`src/rtl/acsf_pkg.sv`:
```
// ----------------------------------------------------------------------------
// acsf_pkg: shared types and constants for the candidate skip filter
// Field widths, register map, reset values and the configuration bundle.
// ----------------------------------------------------------------------------
package acsf_pkg;

	localparam int DIST_W  = 48;
	localparam int RANK_W  = 16;
	localparam int COUNT_W = 20;
	localparam int LEAF_W  = 3;
	localparam int MASK_W  = 8;

	localparam int ELEM_BITS_DEF   = 16;
	localparam int QUEUE_DEPTH_DEF = 4;

	// APB port: widest register is 48 bits, so 64-bit data and 8-byte stride
	localparam int PDATA_W = 64;
	localparam int PADDR_W = 6;
	localparam int REG_LSB = 3;

	localparam logic MODE_PROJ  = 1'b0;
	localparam logic MODE_FULL  = 1'b1;
	localparam logic KIND_TREE  = 1'b0;
	localparam logic KIND_EXACT = 1'b1;

	typedef enum logic [PADDR_W-REG_LSB-1:0] {
		REG_RANK_ROOT     = 3'd0,
		REG_RANK_LOW      = 3'd1,
		REG_RANK_HIGH     = 3'd2,
		REG_APPROX_MID    = 3'd3,
		REG_APPROX_MIDHI  = 3'd4,
		REG_APPROX_TOP    = 3'd5,
		REG_COUNT_SPLIT   = 3'd6,
		REG_LEAF_MASK     = 3'd7
	} acsf_reg_t;

	localparam logic [RANK_W-1:0]  RST_RANK_ROOT    = 16'd8727;
	localparam logic [RANK_W-1:0]  RST_RANK_LOW     = 16'd3286;
	localparam logic [RANK_W-1:0]  RST_RANK_HIGH    = 16'd14742;
	localparam logic [DIST_W-1:0]  RST_APPROX_MID   = 48'd905904;
	localparam logic [DIST_W-1:0]  RST_APPROX_MIDHI = 48'd985334;
	localparam logic [DIST_W-1:0]  RST_APPROX_TOP   = 48'd680264;
	localparam logic [COUNT_W-1:0] RST_COUNT_SPLIT  = 20'd34339;
	localparam logic [MASK_W-1:0]  RST_LEAF_MASK    = 8'd224;

	typedef struct packed {
		logic [RANK_W-1:0]  rank_split_root;
		logic [RANK_W-1:0]  rank_split_low;
		logic [RANK_W-1:0]  rank_split_high;
		logic [DIST_W-1:0]  approx_split_mid;
		logic [DIST_W-1:0]  approx_split_midhigh;
		logic [DIST_W-1:0]  approx_split_top;
		logic [COUNT_W-1:0] count_split;
		logic [MASK_W-1:0]  leaf_skip_mask;
	} acsf_cfg_t;

endpackage

```
`src/rtl/acsf_if.sv`:
```
// ----------------------------------------------------------------------------
// acsf_if: element and result channels of the candidate skip filter
// Valid/ready channels; a transfer happens when valid and ready are both high.
// ----------------------------------------------------------------------------
interface acsf_elem_if #(
	parameter int ELEM_BITS = acsf_pkg::ELEM_BITS_DEF
);
	logic                           valid;
	logic                           ready;
	logic                           mode;
	logic signed [ELEM_BITS-1:0]    query_elem;
	logic signed [ELEM_BITS-1:0]    cand_elem;
	logic                           last;
	logic [acsf_pkg::RANK_W-1:0]    rank;
	logic [acsf_pkg::COUNT_W-1:0]   insert_count;

	modport source (output valid, mode, query_elem, cand_elem, last, rank, insert_count,
		input ready);
	modport sink (input valid, mode, query_elem, cand_elem, last, rank, insert_count,
		output ready);
endinterface

interface acsf_result_if;
	logic                           valid;
	logic                           ready;
	logic                           kind;
	logic                           skip;
	logic [acsf_pkg::LEAF_W-1:0]    leaf_index;
	logic [acsf_pkg::DIST_W-1:0]    distance;

	modport source (output valid, kind, skip, leaf_index, distance, input ready);
	modport sink (input valid, kind, skip, leaf_index, distance, output ready);
endinterface

```
`src/rtl/acsf_regs.sv`:
```
// ----------------------------------------------------------------------------
// acsf_regs: APB register file for the tree thresholds and leaf mask
// Zero-wait writes on the access phase; reads return the stored value.
// ----------------------------------------------------------------------------
module acsf_regs (
	input  logic                          clk,
	input  logic                          arst_n,
	input  logic                          psel,
	input  logic                          penable,
	input  logic                          pwrite,
	input  logic [acsf_pkg::PADDR_W-1:0]  paddr,
	input  logic [acsf_pkg::PDATA_W-1:0]  pwdata,
	output logic [acsf_pkg::PDATA_W-1:0]  prdata,
	output logic                          pready,
	output acsf_pkg::acsf_cfg_t           cfg
);
	import acsf_pkg::*;

	acsf_cfg_t cfg_q;
	acsf_reg_t reg_sel;
	logic      wr_en;

	assign pready  = 1'b1;
	assign wr_en   = psel && penable && pwrite;
	assign reg_sel = acsf_reg_t'(paddr[PADDR_W-1:REG_LSB]);
	assign cfg     = cfg_q;

	always_ff @(posedge clk or negedge arst_n) begin
		if (!arst_n) begin
			cfg_q.rank_split_root      <= RST_RANK_ROOT;
			cfg_q.rank_split_low       <= RST_RANK_LOW;
			cfg_q.rank_split_high      <= RST_RANK_HIGH;
			cfg_q.approx_split_mid     <= RST_APPROX_MID;
			cfg_q.approx_split_midhigh <= RST_APPROX_MIDHI;
			cfg_q.approx_split_top     <= RST_APPROX_TOP;
			cfg_q.count_split          <= RST_COUNT_SPLIT;
			cfg_q.leaf_skip_mask       <= RST_LEAF_MASK;
		end else if (wr_en) begin
			case (reg_sel)
				REG_RANK_ROOT:    cfg_q.rank_split_root      <= pwdata[RANK_W-1:0];
				REG_RANK_LOW:     cfg_q.rank_split_low       <= pwdata[RANK_W-1:0];
				REG_RANK_HIGH:    cfg_q.rank_split_high      <= pwdata[RANK_W-1:0];
				REG_APPROX_MID:   cfg_q.approx_split_mid     <= pwdata[DIST_W-1:0];
				REG_APPROX_MIDHI: cfg_q.approx_split_midhigh <= pwdata[DIST_W-1:0];
				REG_APPROX_TOP:   cfg_q.approx_split_top     <= pwdata[DIST_W-1:0];
				REG_COUNT_SPLIT:  cfg_q.count_split          <= pwdata[COUNT_W-1:0];
				REG_LEAF_MASK:    cfg_q.leaf_skip_mask       <= pwdata[MASK_W-1:0];
				default: ;
			endcase
		end
	end

	always_comb begin
		case (reg_sel)
			REG_RANK_ROOT:    prdata = PDATA_W'(cfg_q.rank_split_root);
			REG_RANK_LOW:     prdata = PDATA_W'(cfg_q.rank_split_low);
			REG_RANK_HIGH:    prdata = PDATA_W'(cfg_q.rank_split_high);
			REG_APPROX_MID:   prdata = PDATA_W'(cfg_q.approx_split_mid);
			REG_APPROX_MIDHI: prdata = PDATA_W'(cfg_q.approx_split_midhigh);
			REG_APPROX_TOP:   prdata = PDATA_W'(cfg_q.approx_split_top);
			REG_COUNT_SPLIT:  prdata = PDATA_W'(cfg_q.count_split);
			REG_LEAF_MASK:    prdata = PDATA_W'(cfg_q.leaf_skip_mask);
			default:          prdata = '0;
		endcase
	end

endmodule

```
`src/rtl/acsf_front.sv`:
```
// ----------------------------------------------------------------------------
// acsf_front: element intake, difference and square
// Takes one element pair per cycle while the queue accepts, registers the difference, squares it
// into the queue together with the phase tags and tree features.
// ----------------------------------------------------------------------------
module acsf_front #(
	parameter int ELEM_BITS = acsf_pkg::ELEM_BITS_DEF,
	parameter int ENT_W     = 2 + acsf_pkg::RANK_W + acsf_pkg::COUNT_W + 2*ELEM_BITS + 1
) (
	input  logic             clk,
	input  logic             arst_n,
	acsf_elem_if.sink        elem,
	output logic             push_valid,
	input  logic             push_ready,
	output logic [ENT_W-1:0] push_data
);
	import acsf_pkg::*;

	localparam int DIFF_W = ELEM_BITS + 1;
	localparam int SQ_W   = 2*ELEM_BITS + 1;

	logic                  s1_valid_q;
	logic [DIFF_W-1:0]     diff_s1;
	logic                  mode_s1;
	logic                  last_s1;
	logic [RANK_W-1:0]     rank_s1;
	logic [COUNT_W-1:0]    count_s1;
	logic [DIFF_W-1:0]     diff;
	logic [DIFF_W-1:0]     mag;
	logic [2*DIFF_W-1:0]   sq_full;
	logic                  accept;

	// stage 1 is free when empty or when its item moves into the queue
	assign elem.ready = !s1_valid_q || push_ready;
	assign accept     = elem.valid && elem.ready;

	assign diff = {elem.query_elem[ELEM_BITS-1], elem.query_elem}
		- {elem.cand_elem[ELEM_BITS-1], elem.cand_elem};

	always_ff @(posedge clk or negedge arst_n) begin
		if (!arst_n) begin
			s1_valid_q <= 1'b0;
		end else if (elem.ready) begin
			s1_valid_q <= elem.valid;
		end
	end

	always_ff @(posedge clk) begin
		if (accept) begin
			diff_s1  <= diff;
			mode_s1  <= elem.mode;
			last_s1  <= elem.last;
			rank_s1  <= elem.rank;
			count_s1 <= elem.insert_count;
		end
	end

	assign mag     = diff_s1[DIFF_W-1] ? (~diff_s1 + 1'b1) : diff_s1;
	assign sq_full = mag * mag;

	assign push_valid = s1_valid_q;
	assign push_data  = {mode_s1, last_s1, rank_s1, count_s1, sq_full[SQ_W-1:0]};

	ast_s1_hold: assert property (@(posedge clk) disable iff (!arst_n)
		(s1_valid_q && !push_ready) |=> (s1_valid_q && $stable(diff_s1)))
		else $error("front stage dropped a stalled element");

endmodule

```
`src/rtl/acsf_fifo.sv`:
```
// ----------------------------------------------------------------------------
// acsf_fifo: short decoupling queue between front and back
// Register-based ring with occupancy count; head visible without delay.
// ----------------------------------------------------------------------------
module acsf_fifo #(
	parameter int WIDTH = 8,
	parameter int DEPTH = acsf_pkg::QUEUE_DEPTH_DEF
) (
	input  logic             clk,
	input  logic             arst_n,
	input  logic             push_valid,
	output logic             push_ready,
	input  logic [WIDTH-1:0] push_data,
	output logic             pop_valid,
	input  logic             pop_ready,
	output logic [WIDTH-1:0] pop_data
);
	localparam int PTR_W = (DEPTH > 1) ? $clog2(DEPTH) : 1;
	localparam int CNT_W = $clog2(DEPTH + 1);

	logic [WIDTH-1:0] mem_q [DEPTH];
	logic [PTR_W-1:0] wr_ptr_q;
	logic [PTR_W-1:0] rd_ptr_q;
	logic [CNT_W-1:0] count_q;
	logic             push;
	logic             pop;

	assign push_ready = (count_q != CNT_W'(DEPTH));
	assign pop_valid  = (count_q != '0);
	assign push       = push_valid && push_ready;
	assign pop        = pop_valid && pop_ready;
	assign pop_data   = mem_q[rd_ptr_q];

	always_ff @(posedge clk) begin
		if (push) begin
			mem_q[wr_ptr_q] <= push_data;
		end
	end

	always_ff @(posedge clk or negedge arst_n) begin
		if (!arst_n) begin
			wr_ptr_q <= '0;
			rd_ptr_q <= '0;
			count_q  <= '0;
		end else begin
			if (push) begin
				wr_ptr_q <= (wr_ptr_q == PTR_W'(DEPTH - 1)) ? '0 : wr_ptr_q + 1'b1;
			end
			if (pop) begin
				rd_ptr_q <= (rd_ptr_q == PTR_W'(DEPTH - 1)) ? '0 : rd_ptr_q + 1'b1;
			end
			case ({push, pop})
				2'b10:   count_q <= count_q + 1'b1;
				2'b01:   count_q <= count_q - 1'b1;
				default: count_q <= count_q;
			endcase
		end
	end

	ast_count_bound: assert property (@(posedge clk) disable iff (!arst_n)
		count_q <= CNT_W'(DEPTH))
		else $error("queue occupancy beyond its depth");

endmodule

```
`src/rtl/acsf_back.sv`:
```
// ----------------------------------------------------------------------------
// acsf_back: saturating accumulate, tree walk and result register
// Pops squared differences, sums them; on a last element hands the sum to
// the tree stage and clears the sum.
// ----------------------------------------------------------------------------
module acsf_back #(
	parameter int ELEM_BITS = acsf_pkg::ELEM_BITS_DEF,
	parameter int ENT_W     = 2 + acsf_pkg::RANK_W + acsf_pkg::COUNT_W + 2*ELEM_BITS + 1
) (
	input  logic                 clk,
	input  logic                 arst_n,
	input  acsf_pkg::acsf_cfg_t  cfg,
	input  logic                 pop_valid,
	output logic                 pop_ready,
	input  logic [ENT_W-1:0]     pop_data,
	acsf_result_if.source        result
);
	import acsf_pkg::*;

	localparam int SQ_W  = 2*ELEM_BITS + 1;
	localparam int SUM_W = ((SQ_W > DIST_W) ? SQ_W : DIST_W) + 1;
	localparam logic [SUM_W-1:0] SUM_LIMIT = {{(SUM_W-DIST_W){1'b0}}, {DIST_W{1'b1}}};

	logic                e_mode;
	logic                e_last;
	logic [RANK_W-1:0]   e_rank;
	logic [COUNT_W-1:0]  e_count;
	logic [SQ_W-1:0]     e_sq;

	logic [DIST_W-1:0]   sum_q;
	logic [SUM_W-1:0]    sum_ext;
	logic [DIST_W-1:0]   new_sum;
	logic                pop;

	logic                res_valid_s1;
	logic                mode_s1;
	logic [RANK_W-1:0]   rank_s1;
	logic [COUNT_W-1:0]  count_s1;
	logic [DIST_W-1:0]   dist_s1;
	logic                s1_free;

	logic [LEAF_W-1:0]   leaf;
	logic                out_valid_q;
	logic                out_advance;
	logic                kind_q;
	logic                skip_q;
	logic [LEAF_W-1:0]   leaf_q;
	logic [DIST_W-1:0]   dist_q;

	assign {e_mode, e_last, e_rank, e_count, e_sq} = pop_data;

	assign out_advance = !out_valid_q || result.ready;
	assign s1_free     = !res_valid_s1 || out_advance;
	// a non-last element only feeds the sum, so it never waits on the tree stage
	assign pop_ready   = !e_last || s1_free;
	assign pop         = pop_valid && pop_ready;

	assign sum_ext = SUM_W'(sum_q) + SUM_W'(e_sq);
	assign new_sum = (sum_ext > SUM_LIMIT) ? {DIST_W{1'b1}} : sum_ext[DIST_W-1:0];

	always_ff @(posedge clk or negedge arst_n) begin
		if (!arst_n) begin
			sum_q        <= '0;
			res_valid_s1 <= 1'b0;
			out_valid_q  <= 1'b0;
		end else begin
			if (pop) begin
				sum_q <= e_last ? '0 : new_sum;
			end
			if (s1_free) begin
				res_valid_s1 <= pop && e_last;
			end
			if (out_advance) begin
				out_valid_q <= res_valid_s1;
			end
		end
	end

	always_ff @(posedge clk) begin
		if (pop && e_last) begin
			mode_s1  <= e_mode;
			rank_s1  <= e_rank;
			count_s1 <= e_count;
			dist_s1  <= new_sum;
		end
	end

	always_comb begin
		if (rank_s1 <= cfg.rank_split_root) begin
			if (rank_s1 <= cfg.rank_split_low) begin
				leaf = (count_s1 <= cfg.count_split) ? 3'd0 : 3'd1;
			end else begin
				leaf = (dist_s1 <= cfg.approx_split_mid) ? 3'd2 : 3'd3;
			end
		end else if (rank_s1 <= cfg.rank_split_high) begin
			leaf = (dist_s1 <= cfg.approx_split_midhigh) ? 3'd4 : 3'd5;
		end else begin
			leaf = (dist_s1 <= cfg.approx_split_top) ? 3'd6 : 3'd7;
		end
	end

	always_ff @(posedge clk) begin
		if (res_valid_s1 && out_advance) begin
			dist_q <= dist_s1;
			if (mode_s1 == MODE_PROJ) begin
				kind_q <= KIND_TREE;
				skip_q <= cfg.leaf_skip_mask[leaf];
				leaf_q <= leaf;
			end else begin
				kind_q <= KIND_EXACT;
				skip_q <= 1'b0;
				leaf_q <= '0;
			end
		end
	end

	assign result.valid      = out_valid_q;
	assign result.kind       = kind_q;
	assign result.skip       = skip_q;
	assign result.leaf_index = leaf_q;
	assign result.distance   = dist_q;

	ast_sum_cleared: assert property (@(posedge clk) disable iff (!arst_n)
		(pop && e_last) |=> (sum_q == '0))
		else $error("running sum not cleared after a last element");

	ast_exact_clean: assert property (@(posedge clk) disable iff (!arst_n)
		(out_valid_q && kind_q == KIND_EXACT) |-> (!skip_q && leaf_q == '0))
		else $error("exact distance result carries a tree verdict");

endmodule

```
`src/rtl/ann_candidate_skip_filter.sv`:
```
// ----------------------------------------------------------------------------
// ann_candidate_skip_filter: candidate distance and skip-verdict engine
// A last element passes the front, queue, tree stage and output registers before its result is valid.
// Throughput: one element per cycle unless stalled; the 48-bit saturating add is the loop.
// Output stalls back up through a QUEUE_DEPTH-entry queue, then the intake.
// Reset: arst_n clears the running sum, pipeline valids and queue; the
// threshold and leaf mask registers return to their default values.
// ----------------------------------------------------------------------------
module ann_candidate_skip_filter #(
	parameter int ELEM_BITS   = acsf_pkg::ELEM_BITS_DEF,
	parameter int QUEUE_DEPTH = acsf_pkg::QUEUE_DEPTH_DEF
) (
	input  logic                          clk,
	input  logic                          arst_n,
	// element stream in, results out
	acsf_elem_if.sink                     elem,
	acsf_result_if.source                 result,
	// configuration port
	input  logic                          psel,
	input  logic                          penable,
	input  logic                          pwrite,
	input  logic [acsf_pkg::PADDR_W-1:0]  paddr,
	input  logic [acsf_pkg::PDATA_W-1:0]  pwdata,
	output logic [acsf_pkg::PDATA_W-1:0]  prdata,
	output logic                          pready
);
	import acsf_pkg::*;

	// queue entry: mode, last, rank, insert count, squared difference
	localparam int ENT_W = 2 + RANK_W + COUNT_W + 2*ELEM_BITS + 1;

	acsf_cfg_t        cfg;
	logic             push_valid;
	logic             push_ready;
	logic [ENT_W-1:0] push_data;
	logic             pop_valid;
	logic             pop_ready;
	logic [ENT_W-1:0] pop_data;

	// thresholds and leaf mask; the user writes them only while no candidate is in flight; not enforced here
	acsf_regs u_regs (
		.clk     (clk),
		.arst_n  (arst_n),
		.psel    (psel),
		.penable (penable),
		.pwrite  (pwrite),
		.paddr   (paddr),
		.pwdata  (pwdata),
		.prdata  (prdata),
		.pready  (pready),
		.cfg     (cfg)
	);

	// front: take the element pair, difference, then square into the queue
	acsf_front #(
		.ELEM_BITS (ELEM_BITS),
		.ENT_W     (ENT_W)
	) u_front (
		.clk        (clk),
		.arst_n     (arst_n),
		.elem       (elem),
		.push_valid (push_valid),
		.push_ready (push_ready),
		.push_data  (push_data)
	);

	// decouple: let the back end stall on the result channel without
	// stopping the intake at once
	acsf_fifo #(
		.WIDTH (ENT_W),
		.DEPTH (QUEUE_DEPTH)
	) u_fifo (
		.clk        (clk),
		.arst_n     (arst_n),
		.push_valid (push_valid),
		.push_ready (push_ready),
		.push_data  (push_data),
		.pop_valid  (pop_valid),
		.pop_ready  (pop_ready),
		.pop_data   (pop_data)
	);

	// back: accumulate with saturation; on a last element walk the tree
	// (projected phase) or pass the exact sum (full phase) to the output
	acsf_back #(
		.ELEM_BITS (ELEM_BITS),
		.ENT_W     (ENT_W)
	) u_back (
		.clk       (clk),
		.arst_n    (arst_n),
		.cfg       (cfg),
		.pop_valid (pop_valid),
		.pop_ready (pop_ready),
		.pop_data  (pop_data),
		.result    (result)
	);

endmodule
```
`src/flat_wrapper.sv`:
```
// flat-port wrapper written by rule: the top's interface ports become plain ports
module ann_candidate_skip_filter_flat import acsf_pkg::*;
#(
	parameter int ELEM_BITS   = acsf_pkg::ELEM_BITS_DEF,
	parameter int QUEUE_DEPTH = acsf_pkg::QUEUE_DEPTH_DEF
)
  (clk, arst_n, psel, penable, pwrite, paddr, pwdata, prdata, pready, elem_valid, elem_mode, elem_query_elem, elem_cand_elem, elem_last, elem_rank, elem_insert_count, elem_ready, result_valid, result_kind, result_skip, result_leaf_index, result_distance, result_ready);
  acsf_elem_if #(.ELEM_BITS(ELEM_BITS)) elem_i ();
  acsf_result_if result_i ();
  input  logic clk;
  input  logic arst_n;
  input  logic psel;
  input  logic penable;
  input  logic pwrite;
  input  logic [acsf_pkg::PADDR_W-1:0] paddr;
  input  logic [acsf_pkg::PDATA_W-1:0] pwdata;
  output logic [acsf_pkg::PDATA_W-1:0] prdata;
  output logic pready;
  input wire logic [$bits(elem_i.valid)-1:0] elem_valid;
  input wire logic [$bits(elem_i.mode)-1:0] elem_mode;
  input wire logic [$bits(elem_i.query_elem)-1:0] elem_query_elem;
  input wire logic [$bits(elem_i.cand_elem)-1:0] elem_cand_elem;
  input wire logic [$bits(elem_i.last)-1:0] elem_last;
  input wire logic [$bits(elem_i.rank)-1:0] elem_rank;
  input wire logic [$bits(elem_i.insert_count)-1:0] elem_insert_count;
  output wire logic [$bits(elem_i.ready)-1:0] elem_ready;
  output wire logic [$bits(result_i.valid)-1:0] result_valid;
  output wire logic [$bits(result_i.kind)-1:0] result_kind;
  output wire logic [$bits(result_i.skip)-1:0] result_skip;
  output wire logic [$bits(result_i.leaf_index)-1:0] result_leaf_index;
  output wire logic [$bits(result_i.distance)-1:0] result_distance;
  input wire logic [$bits(result_i.ready)-1:0] result_ready;
  assign elem_i.valid = elem_valid;
  assign elem_i.mode = elem_mode;
  assign elem_i.query_elem = elem_query_elem;
  assign elem_i.cand_elem = elem_cand_elem;
  assign elem_i.last = elem_last;
  assign elem_i.rank = elem_rank;
  assign elem_i.insert_count = elem_insert_count;
  assign elem_ready = elem_i.ready;
  assign result_valid = result_i.valid;
  assign result_kind = result_i.kind;
  assign result_skip = result_i.skip;
  assign result_leaf_index = result_i.leaf_index;
  assign result_distance = result_i.distance;
  assign result_i.ready = result_ready;
  ann_candidate_skip_filter #(.ELEM_BITS(ELEM_BITS), .QUEUE_DEPTH(QUEUE_DEPTH)) u_core (.clk(clk), .arst_n(arst_n), .elem(elem_i), .result(result_i), .psel(psel), .penable(penable), .pwrite(pwrite), .paddr(paddr), .pwdata(pwdata), .prdata(prdata), .pready(pready));
endmodule
```
`config.mk`:
```
export PLATFORM = sky130hd
export DESIGN_NAME = ann_candidate_skip_filter_flat
export DESIGN_NICKNAME = d
export VERILOG_FILES = /design/src/rtl/acsf_pkg.sv /design/src/rtl/acsf_if.sv /design/src/rtl/acsf_regs.sv /design/src/rtl/acsf_front.sv /design/src/rtl/acsf_fifo.sv /design/src/rtl/acsf_back.sv /design/src/rtl/ann_candidate_skip_filter.sv /design/src/flat_wrapper.sv
export SDC_FILE = /design/constraint.sdc
export NUM_CORES = 2
export LEC_CHECK = 0
export ABC_CLOCK_PERIOD_IN_PS = 8200
export BUFFER_PORTS_ARGS = -buffer_cell sky130_fd_sc_hd__buf_4
export CAP_MARGIN = 0
export CORE_UTILIZATION = 45
export DETAILED_ROUTE_END_ITERATION = 16
export PLACE_DENSITY = 0.66
export SLEW_MARGIN = 40
export SYNTH_ARGS = -nofsm -noshare
export SYNTH_HDL_FRONTEND = slang
export SYNTH_SLANG_ARGS = --single-unit
```
`constraint.sdc`:
```
create_clock -name clk -period 8.2 [get_ports clk]
set_input_delay 1.64 -clock clk [delete_from_list [all_inputs] [get_ports clk]]
set_output_delay 1.64 -clock clk [all_outputs]
set_load 0.05 [all_outputs]
```
==> impl_metrics.py <==
metrics = {
    "drt": {
        "dr_wl_met3_mm": 5.74,
        "remaining_drc_errors": 0,
        "detail_route.iter0.violations": 2104,
        "drt_via_density": 5.39,
        "route.final.wire_length_mm": 108,
        "topRoutingLayerUsed": "met5",
        "wl_met1_mm": 47.4,
        "drtPass1Iterations": 6,
        "detail-route-antenna-nets": 0,
        "via_count": 29648,
        "met2RoutedLength_mm": 51.4,
        "wire_per_inst_um": 19.6,
    },
    "critical_path": {
        "timing.critical_path.required_ns": 8.54,
        "critPathMaxFanout": 7,
        "critical_path_class": "reg -> reg",
        "timing.critical_path.slowest_stage_cell": "sky130_fd_sc_hd__fa_1",
        "worstRegToRegCells": 28,
        "critical_path_arrival_ns": 8.15,
        "setup.worst_path.end_class": "register",
        "cp_num_buf_inv": 6,
        "worst_path_dominant_cell_family": "adder cells",
        "critical_path_depth": 28,
        "slowest_delay_ns": 0.56,
        "critPathMostFrequentCell": "sky130_fd_sc_hd__fa_1",
        "worst_setup_path_start_kind": "register",
    },
    "logic_synthesis": {
        "netlist_area_mm2": 0.0446,
        "synth_seq_cells": 751,
        "synth-edff-count": 473,
        "synth_largest_area_cell": "sky130_fd_sc_hd__edfxtp_1",
        "ys_top_cells_by_area": "sky130_fd_sc_hd__edfxtp_1, sky130_fd_sc_hd__dfrtp_1, sky130_fd_sc_hd__ha_1",
        "postSynth.topFlopCell": "sky130_fd_sc_hd__edfxtp_1",
        "synth.yosys.warnings": 0,
        "area_share_of_the_largest_cell_type_after_synthesis_pct": 31.9,
        "synth.distinct_cells": 81,
        "syn-mean-instance-area_um2": 11.5,
        "yosysSeqAreaShare_pct": 47.6,
        "synth.most_common_cell": "sky130_fd_sc_hd__inv_1",
        "synth.top_cells.by_count": "sky130_fd_sc_hd__inv_1, sky130_fd_sc_hd__edfxtp_1, sky130_fd_sc_hd__nand2_1",
        "syn_inst": 3876,
        "async_reset_ff_share_pct": 37.0,
    },
    "cts": {
        "insertion_delay_ns": 0.65,
        "cts_buffers": 82,
        "htree_levels": 3,
        "cts_num_sinks": 751,
        "cts.root.buffer_cell": "sky130_fd_sc_hd__clkbuf_16",
        "cts-hold-fix-buffers": 0,
        "cts_max_path_buffers": 3,
        "tritoncts": "done",
        "clk_transition_reported_paths_ns": 0.06,
    },
    "placed_design": {
        "placed_cells_incl_taps": 5338,
        "final_hpwl_dp_mm": 78.8,
        "pre_cts_ws_ns": 0.0308,
        "gp_congestion": 0.907,
        "port_buffers": 230,
    },
    "floorplanning": {
        "initial_utilization_pct": 45.3,
        "dieArea_mm2": 0.100,
        "fp.coreArea_mm2": 0.0983,
        "design.portCount": 267,
        "die_width_um": 317,
        "num_rows": 115,
        "die_h_um": 317,
    },
    "sta": {
        "finalCriticalPeriod_ns": 7.81,
        "final_hold_viol_count": 0,
        "drv_slew": 0,
        "worstMarginPinSlew_ns": 0.833,
        "setup_ws_ns": 0.390,
        "max-slew-margin-rel_pct": 44.3,
        "report.final.setup_viol": 0,
        "clock.fmax_mhz": 128,
        "fin_worst_skew_ns": 0.0426,
        "setup_tns_ns": 0,
        "finalCritPeriodShare_pct": 95.2,
    },
    "grt": {
        "grt.total_usage_pct": 21.7,
        "first_global_vias": 29889,
        "grt_first_pass_wirelength_mm": 168,
        "largest_net_degree_at_the_start_of_global_routing": 148,
        "grt.overflow.total": 0,
        "grt_antenna_before_repair": 6,
    },
    "hold_path": {
        "worst_hold_path.num_cells": 0,
        "worst_hold_class": "reg -> reg",
    },
    "finish": {
        "layout-drive-gt1-share_pct": 16.1,
        "area_growth_syn_to_layout_pct": 14.3,
        "num-nets-final": 4859,
        "post_layout_nonfiller_instances": 5505,
    },
    "flow_run": {
        "cap_violations": 0,
    },
    "outcome": {
        "outcome": "finished, final reports clean",
    },
}
-- cells by family (layout without fill, tap and decap cells) --
group | count (synthesis) | after routing | share of synthesized area [%]
AND/OR/NAND/NOR | 842 | 842 | 8.44
XOR/XNOR | 101 | 101 | 2.02
multiplexers | 166 | 166 | 6.04
other | 2 | 33 | 0.0169
flip-flops | 751 | 751 | 47.6
buffers and inverters | 675 | 986 | 5.87
adder cells (fa/ha/maj) | 564 | 564 | 19.1
AO/OA/AOI/OAI | 775 | 775 | 10.9
-- routing by layer --
layer  global-route usage [%]  vias to the layer above
met5                        0                        -
met4                     7.81                        2
met3                     3.16                      160
li1                         -                    14082
met1                     29.2                    14623
met2                     35.9                      781
-- cell type report --
cell class                      instances  area (um^2)
Tap cell                             1287         1610
Sequential cell                       751        21200
Inverter                              524         1970
Fill cell                            8572        47300
Multi-Input combinational cell       2477        21000
Clock inverter                         46          467
Antenna cell                            4         10.0
Timing Repair Buffer                  312         2450
Clock buffer                          104         2200
-- sequential cells by signal, indices dropped and copies added, names as in the netlist, 17 cells and up --
name                           count
u_core.u_back.result.distance     48
u_core.u_front.count_s1           20
u_core.u_back.sum_q               48
u_core.u_front.diff_s1            17
u_core.u_back.count_s1            20
u_core.u_regs.cfg                220
u_core.u_back.dist_s1             48
u_core.u_fifo.mem_q              280
-- stage by stage --
step	cell area (um^2)	util (%)	hold slack, ns
6_report	51000	51.9	0.489
3_3_place_gp	47900	48.8	0.475
5_1_grt	51000	51.9	0.499
3_5_place_dp	48000	48.9	0.485
4_1_cts	50700	51.6	0.471
2_1_floorplan	44700	-	0.426
-- timing repair --
action                                  4_1_cts  5_1_grt
pin swaps                                     0       12
setup buffers                                 0       10
gates cloned                                  0        0
resized for setup                             1       24
endpoints found under the setup margin        4       34
hold endpoints to repair                      0        0
-- worst paths after layout --
kind / start / to / slack [ns]
min in group asynchronous: arst_n / u_core.u_regs.cfg[175] / 0.95
max in group asynchronous: arst_n / u_core.u_fifo.rd_ptr_q[0] / 5.83
max reg2reg: u_core.u_front.diff_s1[5] / u_core.u_fifo.mem_q[2][32] / 0.39
min: u_core.u_front.rank_s1[13] / u_core.u_fifo.mem_q[0][66] / 0.49
max: u_core.u_front.diff_s1[5] / u_core.u_fifo.mem_q[2][32] / 0.39
min reg2reg: u_core.u_front.rank_s1[13] / u_core.u_fifo.mem_q[0][66] / 0.49
-- placed cells by master, fill, tap and decap left out, drive strengths merged, types with 10 or more instances in the layout --
| master | instances |
|---|---|
| and2 | 12 |
| and4 | 10 |
| xnor2 | 69 |
| mux2 | 33 |
| nand2 | 432 |
| clkinv | 29 |
| or3 | 16 |
| nand4 | 51 |
| and3 | 23 |
| inv | 525 |
| a22o | 44 |
| nor2 | 163 |
| a31oi | 13 |
| xor2 | 32 |
| edfxtp | 473 |
| nor3 | 35 |
| fa | 194 |
| a211oi | 18 |
| buf | 312 |
| a21o | 94 |
| nor2b | 18 |
| o22ai | 10 |
| conb | 29 |
| nand3 | 31 |
| nand2b | 20 |
| o21ai | 317 |
| o31ai | 12 |
| o21a | 23 |
| dfrtp | 220 |
| or2 | 10 |
| dfstp | 58 |
| clkbuf | 104 |
| o21bai | 11 |
| mux2i | 54 |
| mux4 | 79 |
| ha | 370 |
| a21oi | 152 |
Power is not shown: default switching activity piles up to over one toggle a cycle in this logic, so the estimate is an artifact.
